$ cat src/rtl/fccd_pkg.sv
`default_nettype none

package fccd_pkg;

  localparam int unsigned SumW     = 28;
  localparam int unsigned RatioW   = 4;
  localparam int unsigned HalvesW  = 6;
  localparam int unsigned WarmW    = 6;
  localparam int unsigned CfgIdxW  = 3;
  localparam int unsigned HistDepth = 5;

  // Configuration register indexes.
  localparam logic [CfgIdxW-1:0] REG_STRONG = 3'd0;
  localparam logic [CfgIdxW-1:0] REG_WEAK   = 3'd1;
  localparam logic [CfgIdxW-1:0] REG_RATIO  = 3'd2;
  localparam logic [CfgIdxW-1:0] REG_QUIET  = 3'd3;
  localparam logic [CfgIdxW-1:0] REG_HALVES = 3'd4;
  localparam logic [CfgIdxW-1:0] REG_WARMUP = 3'd5;

  // Register values after reset.
  localparam logic [SumW-1:0]    RST_STRONG = 28'd33000;
  localparam logic [SumW-1:0]    RST_WEAK   = 28'd2500;
  localparam logic [RatioW-1:0]  RST_RATIO  = 4'd5;
  localparam logic [SumW-1:0]    RST_QUIET  = 28'd1000;
  localparam logic [HalvesW-1:0] RST_HALVES = 6'd15;
  localparam logic [WarmW-1:0]   RST_WARMUP = 6'd11;

  // Item kinds.
  localparam logic ACT_START = 1'b0;
  localparam logic ACT_FRAME = 1'b1;

  typedef enum logic [1:0] {
    CLS_NONE  = 2'd0,
    CLS_GREEN = 2'd1,
    CLS_BROWN = 2'd2,
    CLS_CLEAR = 2'd3
  } cls_e;

  typedef struct packed {
    logic [SumW-1:0]    strong_thr;
    logic [SumW-1:0]    weak_thr;
    logic [RatioW-1:0]  ratio;
    logic [SumW-1:0]    quiet;
    logic [HalvesW-1:0] halves;
    logic [WarmW-1:0]   warmup;
  } cfg_t;

  typedef struct packed {
    logic            action;
    logic [SumW-1:0] green;
    logic [SumW-1:0] brown;
    logic [SumW-1:0] diff;
  } frame_t;

endpackage

`default_nettype wire

$ cat src/rtl/fccd_cfg_regs.sv
`default_nettype none

module fccd_cfg_regs (
  input  wire logic                        clk_i,
  input  wire logic                        rst_ni,
  input  wire logic                        cfg_we_i,
  input  wire logic [fccd_pkg::CfgIdxW-1:0] cfg_index_i,
  input  wire logic [fccd_pkg::SumW-1:0]   cfg_data_i,
  output fccd_pkg::cfg_t                   cfg_o
);
  import fccd_pkg::*;

  cfg_t cfg_q;

  always_ff @(posedge clk_i or negedge rst_ni) begin
    if (!rst_ni) begin
      cfg_q.strong_thr <= RST_STRONG;
      cfg_q.weak_thr   <= RST_WEAK;
      cfg_q.ratio      <= RST_RATIO;
      cfg_q.quiet      <= RST_QUIET;
      cfg_q.halves     <= RST_HALVES;
      cfg_q.warmup     <= RST_WARMUP;
    end else if (cfg_we_i) begin
      case (cfg_index_i)
        REG_STRONG: cfg_q.strong_thr <= cfg_data_i;
        REG_WEAK:   cfg_q.weak_thr   <= cfg_data_i;
        REG_RATIO:  cfg_q.ratio      <= cfg_data_i[RatioW-1:0];
        REG_QUIET:  cfg_q.quiet      <= cfg_data_i;
        REG_HALVES: cfg_q.halves     <= cfg_data_i[HalvesW-1:0];
        REG_WARMUP: cfg_q.warmup     <= cfg_data_i[WarmW-1:0];
        default: begin
        end
      endcase
    end
  end

  assign cfg_o = cfg_q;

endmodule

`default_nettype wire

$ cat src/rtl/fccd_classify.sv
`default_nettype none

module fccd_classify (
  input  fccd_pkg::cfg_t                 cfg_i,
  input  wire logic [fccd_pkg::SumW-1:0] green_i,
  input  wire logic [fccd_pkg::SumW-1:0] brown_i,
  input  wire logic [fccd_pkg::SumW-1:0] diff_i,
  input  wire logic [fccd_pkg::SumW-1:0] baseline_i,
  output fccd_pkg::cls_e                 cls_o
);
  import fccd_pkg::*;

  localparam int unsigned ProdW  = SumW + RatioW;
  localparam int unsigned ClearW = SumW + HalvesW;

  logic [ProdW-1:0]  green_scaled;
  logic [ProdW-1:0]  brown_scaled;
  logic [ClearW-1:0] base_scaled;
  logic [ClearW-1:0] diff_twice;
  logic              green_wins;
  logic              brown_wins;
  logic              is_clear;

  // A color wins on a strong sum that is not outweighed, or on a weak sum
  // that dominates the other color by the configured factor.
  assign green_scaled = ProdW'(cfg_i.ratio) * ProdW'(brown_i);
  assign brown_scaled = ProdW'(cfg_i.ratio) * ProdW'(green_i);

  assign green_wins = ((green_i >= cfg_i.strong_thr) && (green_i >= brown_i)) ||
                      ((green_i >= cfg_i.weak_thr) && (ProdW'(green_i) >= green_scaled));
  assign brown_wins = ((brown_i >= cfg_i.strong_thr) && (brown_i >= green_i)) ||
                      ((brown_i >= cfg_i.weak_thr) && (ProdW'(brown_i) >= brown_scaled));

  // The clear ratio is held in halves, so compare twice the difference sum.
  assign base_scaled = ClearW'(baseline_i) * ClearW'(cfg_i.halves);
  assign diff_twice  = {{(ClearW-SumW-1){1'b0}}, diff_i, 1'b0};
  assign is_clear    = (diff_twice >= base_scaled) &&
                       (green_i <= cfg_i.quiet) && (brown_i <= cfg_i.quiet);

  always_comb begin
    if (green_wins) begin
      cls_o = CLS_GREEN;
    end else if (brown_wins) begin
      cls_o = CLS_BROWN;
    end else if (is_clear) begin
      cls_o = CLS_CLEAR;
    end else begin
      cls_o = CLS_NONE;
    end
  end

endmodule

`default_nettype wire

$ cat src/rtl/frame_class_consensus_decider.sv
`default_nettype none

// Channel | Direction | Handshake                | Payload
// --------+-----------+--------------------------+-----------------------------------------
// in      | input     | in_valid_i / in_stall_o  | action_i, green_sum_i, brown_sum_i,
//         |           |                          | diff_sum_i
// out     | output    | out_valid_o / out_stall_i| frame_class_o, sort_valid_o, sort_class_o
// cfg     | input     | cfg_we_i (no wait)       | cfg_index_i, cfg_data_i
//
// Each item passes from acceptance through the input register and then through
// the decision logic into the result register.
// One item can be accepted every cycle while the output is not stalled; the rate
// is set by the single pass through the classifier and the state update that closes on itself.
// Reset clears the baseline, the warm-up count, the history and both valid
// flags, and loads the registers with their default values.
// A stall on the output holds the result register and then the input
// register; the input stalls only while its register holds an item.

module frame_class_consensus_decider (
  input  wire logic                         clk_i,
  input  wire logic                         rst_ni,
  input  wire logic                         in_valid_i,
  output logic                              in_stall_o,
  input  wire logic                         action_i,
  input  wire logic [27:0]                  green_sum_i,
  input  wire logic [27:0]                  brown_sum_i,
  input  wire logic [27:0]                  diff_sum_i,
  output logic                              out_valid_o,
  input  wire logic                         out_stall_i,
  output logic [1:0]                        frame_class_o,
  output logic                              sort_valid_o,
  output logic [1:0]                        sort_class_o,
  input  wire logic                         cfg_we_i,
  input  wire logic [fccd_pkg::CfgIdxW-1:0] cfg_index_i,
  input  wire logic [fccd_pkg::SumW-1:0]    cfg_data_i
);
  import fccd_pkg::*;

  cfg_t cfg;

  // Input register.
  logic   in_valid_q;
  frame_t in_q;

  // Decision state.
  logic [SumW-1:0]  base_q, base_d;
  logic [WarmW-1:0] warm_q, warm_d;
  cls_e             hist_q [HistDepth];
  cls_e             hist_d [HistDepth];

  // Result register.
  logic out_valid_q;
  cls_e cls_q, sort_cls_q;
  logic sort_q;

  cls_e frame_cls;
  cls_e cls_d, sort_cls_d;
  logic sort_d;
  logic all_same;
  logic adv;

  fccd_cfg_regs u_cfg (
    .clk_i       (clk_i),
    .rst_ni      (rst_ni),
    .cfg_we_i    (cfg_we_i),
    .cfg_index_i (cfg_index_i),
    .cfg_data_i  (cfg_data_i),
    .cfg_o       (cfg)
  );

  // The item in the input register moves on whenever the result register is
  // empty or its result is taken in this cycle.
  assign adv        = in_valid_q && (!out_valid_q || !out_stall_i);
  assign in_stall_o = in_valid_q && !adv;

  always_ff @(posedge clk_i or negedge rst_ni) begin
    if (!rst_ni) begin
      in_valid_q <= 1'b0;
    end else if (!in_stall_o) begin
      in_valid_q <= in_valid_i;
    end
  end

  always_ff @(posedge clk_i) begin
    if (in_valid_i && !in_stall_o) begin
      in_q.action <= action_i;
      in_q.green  <= green_sum_i;
      in_q.brown  <= brown_sum_i;
      in_q.diff   <= diff_sum_i;
    end
  end

  // The classifier sees the baseline as already raised by this frame.
  fccd_classify u_classify (
    .cfg_i      (cfg),
    .green_i    (in_q.green),
    .brown_i    (in_q.brown),
    .diff_i     (in_q.diff),
    .baseline_i (base_d),
    .cls_o      (frame_cls)
  );

  always_comb begin
    base_d     = base_q;
    warm_d     = warm_q;
    cls_d      = CLS_NONE;
    sort_d     = 1'b0;
    sort_cls_d = CLS_NONE;
    all_same   = 1'b0;
    for (int i = 0; i < HistDepth; i++) begin
      hist_d[i] = hist_q[i];
    end

    if (in_q.action == ACT_START) begin
      // A start item loads the baseline and restarts warm-up and history.
      base_d = in_q.diff;
      warm_d = '0;
      for (int i = 0; i < HistDepth; i++) begin
        hist_d[i] = CLS_NONE;
      end
    end else begin
      if (warm_q < cfg.warmup) begin
        warm_d = warm_q + WarmW'(1);
        if (in_q.diff > base_q) begin
          base_d = in_q.diff;
        end
      end
      cls_d = frame_cls;

      // Shift the new class in at the young end.
      for (int i = 0; i < HistDepth - 1; i++) begin
        hist_d[i] = hist_q[i+1];
      end
      hist_d[HistDepth-1] = frame_cls;

      all_same = (frame_cls != CLS_NONE);
      for (int i = 0; i < HistDepth - 1; i++) begin
        if (hist_d[i] != frame_cls) begin
          all_same = 1'b0;
        end
      end

      // A full run of one class issues a sort command and starts over.
      if (all_same) begin
        sort_d     = 1'b1;
        sort_cls_d = frame_cls;
        for (int i = 0; i < HistDepth; i++) begin
          hist_d[i] = CLS_NONE;
        end
      end
    end
  end

  always_ff @(posedge clk_i or negedge rst_ni) begin
    if (!rst_ni) begin
      base_q <= '0;
      warm_q <= '0;
      for (int i = 0; i < HistDepth; i++) begin
        hist_q[i] <= CLS_NONE;
      end
      out_valid_q <= 1'b0;
    end else begin
      if (adv) begin
        base_q <= base_d;
        warm_q <= warm_d;
        for (int i = 0; i < HistDepth; i++) begin
          hist_q[i] <= hist_d[i];
        end
        out_valid_q <= 1'b1;
      end else if (!out_stall_i) begin
        out_valid_q <= 1'b0;
      end
    end
  end

  always_ff @(posedge clk_i) begin
    if (adv) begin
      cls_q      <= cls_d;
      sort_q     <= sort_d;
      sort_cls_q <= sort_cls_d;
    end
  end

  assign out_valid_o   = out_valid_q;
  assign frame_class_o = cls_q;
  assign sort_valid_o  = sort_q;
  assign sort_class_o  = sort_cls_q;

`ifndef SYNTHESIS
  // A sort command always names a real class, and none is named without one.
  a_sort_class: assert property (@(posedge clk_i) disable iff (!rst_ni)
    out_valid_o |-> (sort_valid_o == (sort_class_o != CLS_NONE)))
    else $error("sort class does not match sort flag");

  // A sort command carries the class of the frame that completed the run.
  a_sort_frame: assert property (@(posedge clk_i) disable iff (!rst_ni)
    (out_valid_o && sort_valid_o) |-> (sort_class_o == frame_class_o))
    else $error("sort class differs from frame class");

  // After a sort command the history starts empty.
  a_hist_clear: assert property (@(posedge clk_i) disable iff (!rst_ni)
    (adv && sort_d) |=> (hist_q[0] == CLS_NONE && hist_q[HistDepth-1] == CLS_NONE))
    else $error("history not cleared after sort");

  // A start item yields an empty result.
  a_start_result: assert property (@(posedge clk_i) disable iff (!rst_ni)
    (adv && in_q.action == ACT_START) |=> (frame_class_o == CLS_NONE && !sort_valid_o))
    else $error("start item produced a class");

  // The input only stalls while an item waits in the input register.
  a_stall_cause: assert property (@(posedge clk_i) disable iff (!rst_ni)
    in_stall_o |-> (in_valid_q && out_valid_q && out_stall_i))
    else $error("input stalled without cause");
`endif

endmodule

`default_nettype wire
$ cat config.mk
export PLATFORM = sky130hd
export DESIGN_NAME = frame_class_consensus_decider
export DESIGN_NICKNAME = d
export VERILOG_FILES = /design/src/rtl/fccd_pkg.sv /design/src/rtl/fccd_cfg_regs.sv /design/src/rtl/fccd_classify.sv /design/src/rtl/frame_class_consensus_decider.sv
export SDC_FILE = /design/constraint.sdc
export NUM_CORES = 1
export LEC_CHECK = 0
export BUFFER_PORTS_ARGS = -buffer_cell sky130_fd_sc_hd__buf_2
export CELL_PAD_IN_SITES_DETAIL_PLACEMENT = 1
export CELL_PAD_IN_SITES_GLOBAL_PLACEMENT = 1
export CORE_AREA = 3 3 231 233
export CTS_CLUSTER_SIZE = 25
export DETAILED_ROUTE_END_ITERATION = 16
export DIE_AREA = 0 0 234 236
export PLACE_DENSITY = 0.85
export SLEW_MARGIN = 20
export SYNTH_ARGS = -nofsm -noshare
export SYNTH_HDL_FRONTEND = slang
export SYNTH_SLANG_ARGS = --single-unit
$ cat constraint.sdc
create_clock -name clk_i -period 26.2 [get_ports clk_i]
set_input_delay 5.24 -clock clk_i [delete_from_list [all_inputs] [get_ports clk_i]]
set_output_delay 5.24 -clock clk_i [all_outputs]
set_load 0.01 [all_outputs]
==> summary.txt <==
Status
  • Status: finished, final reports clean

Synth
  • Synth cell count leaders: ha_1, nand2_1, inv_1
  • Mapped cell area: 0.0277 mm^2
  • EDFF count, synth: 90
  • Synth top area cells: ha_1, fa_1, dfrtp_1, edfxtp_1, nand2_1
  • Ys flop type: dfrtp_1
  • Synth async-reset ratio: 61.5%
  • Synthesized net count: 3,820
  • Area leader, netlist: ha_1
  • Distinct cells, synth: 76
  • Seq cells post-synth: 234
  • Count leader, synth: ha_1
  • Avg Cell Area, Syn: 9.03 um^2
  • Syn. warnings: 0
  • Yosys top cell area share: 19.4%
  • Register area share after synthesis: 22.9%
  • Cell count after synthesis: 3,062

Drt
  • Via/cell ratio: 6.12
  • Drt wl/cell: 23.2 um
  • Post-route ant nets: 0
  • DR pass1 iterations: 7
  • Number of remaining DRC errors: 0
  • Initial drt markers: 1,213
  • Routed wire length: 89.5 mm
  • DR vias: 23.6k

Layout
  • Layout cells sized above 1: 9.02%
  • Final nets: 3,906
  • Area growth syn-to-layout: 7.99%
  • Design Area, Final: 0.0299 mm^2

Clocking
  • Post_cts resized: 0
  • Cts hold-fix bufs: 0
  • CTS tree: yes
  • CTS Sinks: 234
  • Clk buf depth: 3
  • TritonCTS Buffers: 29
  • Clk root buf: clkbuf_16
  • Worst-Skew Late Latency: 0.59 ns
  • H-tree depth: 1
  • Post-CTS Setup Inserts: 0
  • Clock Pin Slew Worst Setup and Hold Paths: 0.06 ns

STA
  • Unrepaired setup endpoints after global routing: no
  • Final setup viols: 0
  • Pins Over Slew Limit: 0
  • Final hold violation count: 0
  • Worst-Margin Slew: 1.17 ns
  • Fin crit share: 42.5%
  • Crit path time final: 11.13 ns
  • Max Clock Skew: 0.0174 ns
  • Rel. slew slack: 20.0%
  • FMAX: 89.8 MHz
  • Sum Neg Setup Slack: 0 ns

Worst setup path
  • Reg-to-reg setup timing slack: 15.07 ns
  • Worst EP required: 26.64 ns
  • Reg-to-Reg Start: in_q[25]
  • Worst R2R End: sort_class_o[0]
  • Largest stage delay, worst path: 0.76 ns
  • Crit path arrival time: 11.58 ns
  • Worst setup SP type: flop
  • Critical path origin: in_q[25]
  • Critical path fanouts, max: 24
  • Crit-path slowest cell: mux2i_1
  • Crit path kind: flop to flop
  • Setup crit end kind: flop
  • Reg2reg path depth: 33

Placed design
  • Gp weighted congestion: 0.934
  • HPWL Detailed: 69.8 mm
  • Placed cell area: 0.0289 mm^2
  • # port buffers: 127

GRT
  • Vias in the first global route: 26.9k
  • Tot GR Track Use: 32.6%
  • Initial antenna violation count: 5
  • First-pass GRT wire length: 143 mm
  • Gr ovfl total: 0
  • Largest net degree at the start of global routing: 78

Power and ir drop
  • PD cells: 139 mW/mm^2
  • Combinational power share: 77.3%
  • Switching power: 2.16 mW
  • P_leak: 14.4 nW
  • Switching Fraction: 52.2%
  • Clock share of power: 9.7%
  • Max VDD drop: 0.107 mV
  • Sequential Power Share: 13.1%
  • Internal Power: 1.98 mW

Floorplan
  • Die height: 236 um
  • Initial Util: 53.8%
  • Row Count: 83
  • Core area: 0.0514 mm^2
  • Die outline area: 0.0552 mm^2
  • Ports: 128
  • Die span in x: 234 um

Flow run
  • Total of max-cap violations: 0

Worst hold path
  • Hold depth: 1
  • Hold_sp: u_cfg.cfg_o[5]
  • Worst min path class: flop to flop
  • Hold Path End: u_cfg.cfg_o[5]
## stage by stage
| step | power [mW] | utilization [%] | instances | hold slack (ns) | setup WS, ns |
|---|---|---|---|---|---|
| floorplan | 2.84 | - | 3062 | 0.457 | 15.53 |
| global placement | 3.48 | 56.3 | 3797 | 0.473 | 15.32 |
| detailed placement | 3.70 | 56.3 | 3797 | 0.488 | 15.24 |
| CTS | 4.13 | 58.1 | 3850 | 0.511 | 15.12 |
| global route | 4.56 | 58.1 | 3850 | 0.536 | 14.31 |
| finish | 4.14 | 58.1 | 3852 | 0.511 | 15.07 |
## placed cells by master, fill, tap and decap left out, types with 8 or more instances in the layout
cell type and count:
a2111oi_0 8, a211o_1 9, a211oi_1 38, a21o_1 56, a21oi_1 182, a221oi_1 9
a31oi_1 21, and2_1 81, and3_1 10, and4_1 8, buf_2 126, buf_4 13
clkbuf_16 30, dfrtp_1 116, dfstp_2 25, edfxtp_1 90, fa_1 209, ha_1 428
inv_1 384, mux2_2 56, mux2i_1 23, nand2_1 422, nand2b_1 33, nand3_1 47
nand4_1 64, nor2_1 79, nor2b_1 119, nor3_1 21, nor4_1 13, o211ai_1 22
o21a_1 20, o21ai_0 184, o21ai_1 10, o21bai_1 13, xnor2_1 40, xor2_1 39
## worst max path at each step
stage | to | slack (ns) | depth (start not counted)
CTS | sort_class_o[0] | 15.12 | 33
finish | sort_class_o[0] | 15.07 | 33
detailed placement | sort_class_o[0] | 15.24 | 33
global placement | in_stall_o | 15.32 | 4
global route | sort_class_o[0] | 14.31 | 33
floorplan | in_stall_o | 15.53 | 2
## sequential cells by signal (all words and copies together), names as in the netlist
| name | cells |
|---|---|
| hist_q | 8 |
| in_q | 85 |
| in_valid_q | 1 |
| sort_valid_o | 1 |
| u_cfg.cfg_o | 100 |
| base_q | 28 |
| out_valid_o | 1 |
| sort_class_o | 2 |
| warm_q | 6 |
| frame_class_o | 2 |
## cells by family (layout without fill, tap and decap cells)
family                   Yosys count  in the layout  share of synthesized area (%)
other                              0              2                              0
buffers and inverters            470            578                           6.42
multiplexers                      79             79                           3.11
AO/OA/AOI/OAI                    631            631                           14.0
AND/OR/NAND/NOR                  932            932                           16.5
XOR/XNOR                          79             79                           2.50
adder cells (fa/ha/maj)          637            637                           34.5
flip-flops                       234            234                           22.9
## power groups by stage
stage          Combinational, mW  Clock (mW)  Sequential, mW
6_report                    3.20       0.400           0.542
5_1_grt                     3.59       0.422           0.549
4_1_cts                     3.18       0.408           0.539
3_5_place_dp                3.16           0           0.545
3_3_place_gp                2.94           0           0.537
2_1_floorplan               2.35           0           0.491
## critical path: cells and delay by family (launching register included)
kind	cells	cell delay [ns]
AND/OR/NAND/NOR	13	3.50
adder cells (fa/ha/maj)	6	2.66
buffers and inverters	3	0.58
XOR/XNOR	1	0.17
multiplexers	2	1.02
AO/OA/AOI/OAI	8	2.60
flip-flops	1	0.43
## per-layer routing
layer / up-vias / global-route usage, % / part of all wire (%)
met4: 8 / 15.5 / 5.8
met2: 631 / 59.4 / 51
met1: 11900 / 37.2 / 38
met5: - / 0 / 0.058
met3: 296 / 4.79 / 4.8
li1: 10700 / - / -
## final cells by class
class / instances / area, um^2
Multi-Input combinational cell: 2358 / 19600
Clock inverter: 12 / 93.8
Clock buffer: 41 / 832
Antenna cell: 2 / 5.00
Tap cell: 680 / 851
Inverter: 385 / 1450
Sequential cell: 234 / 6340
Timing Repair Buffer: 140 / 739
Fill cell: 6025 / 21500
(Power assumes the default switching activity.)
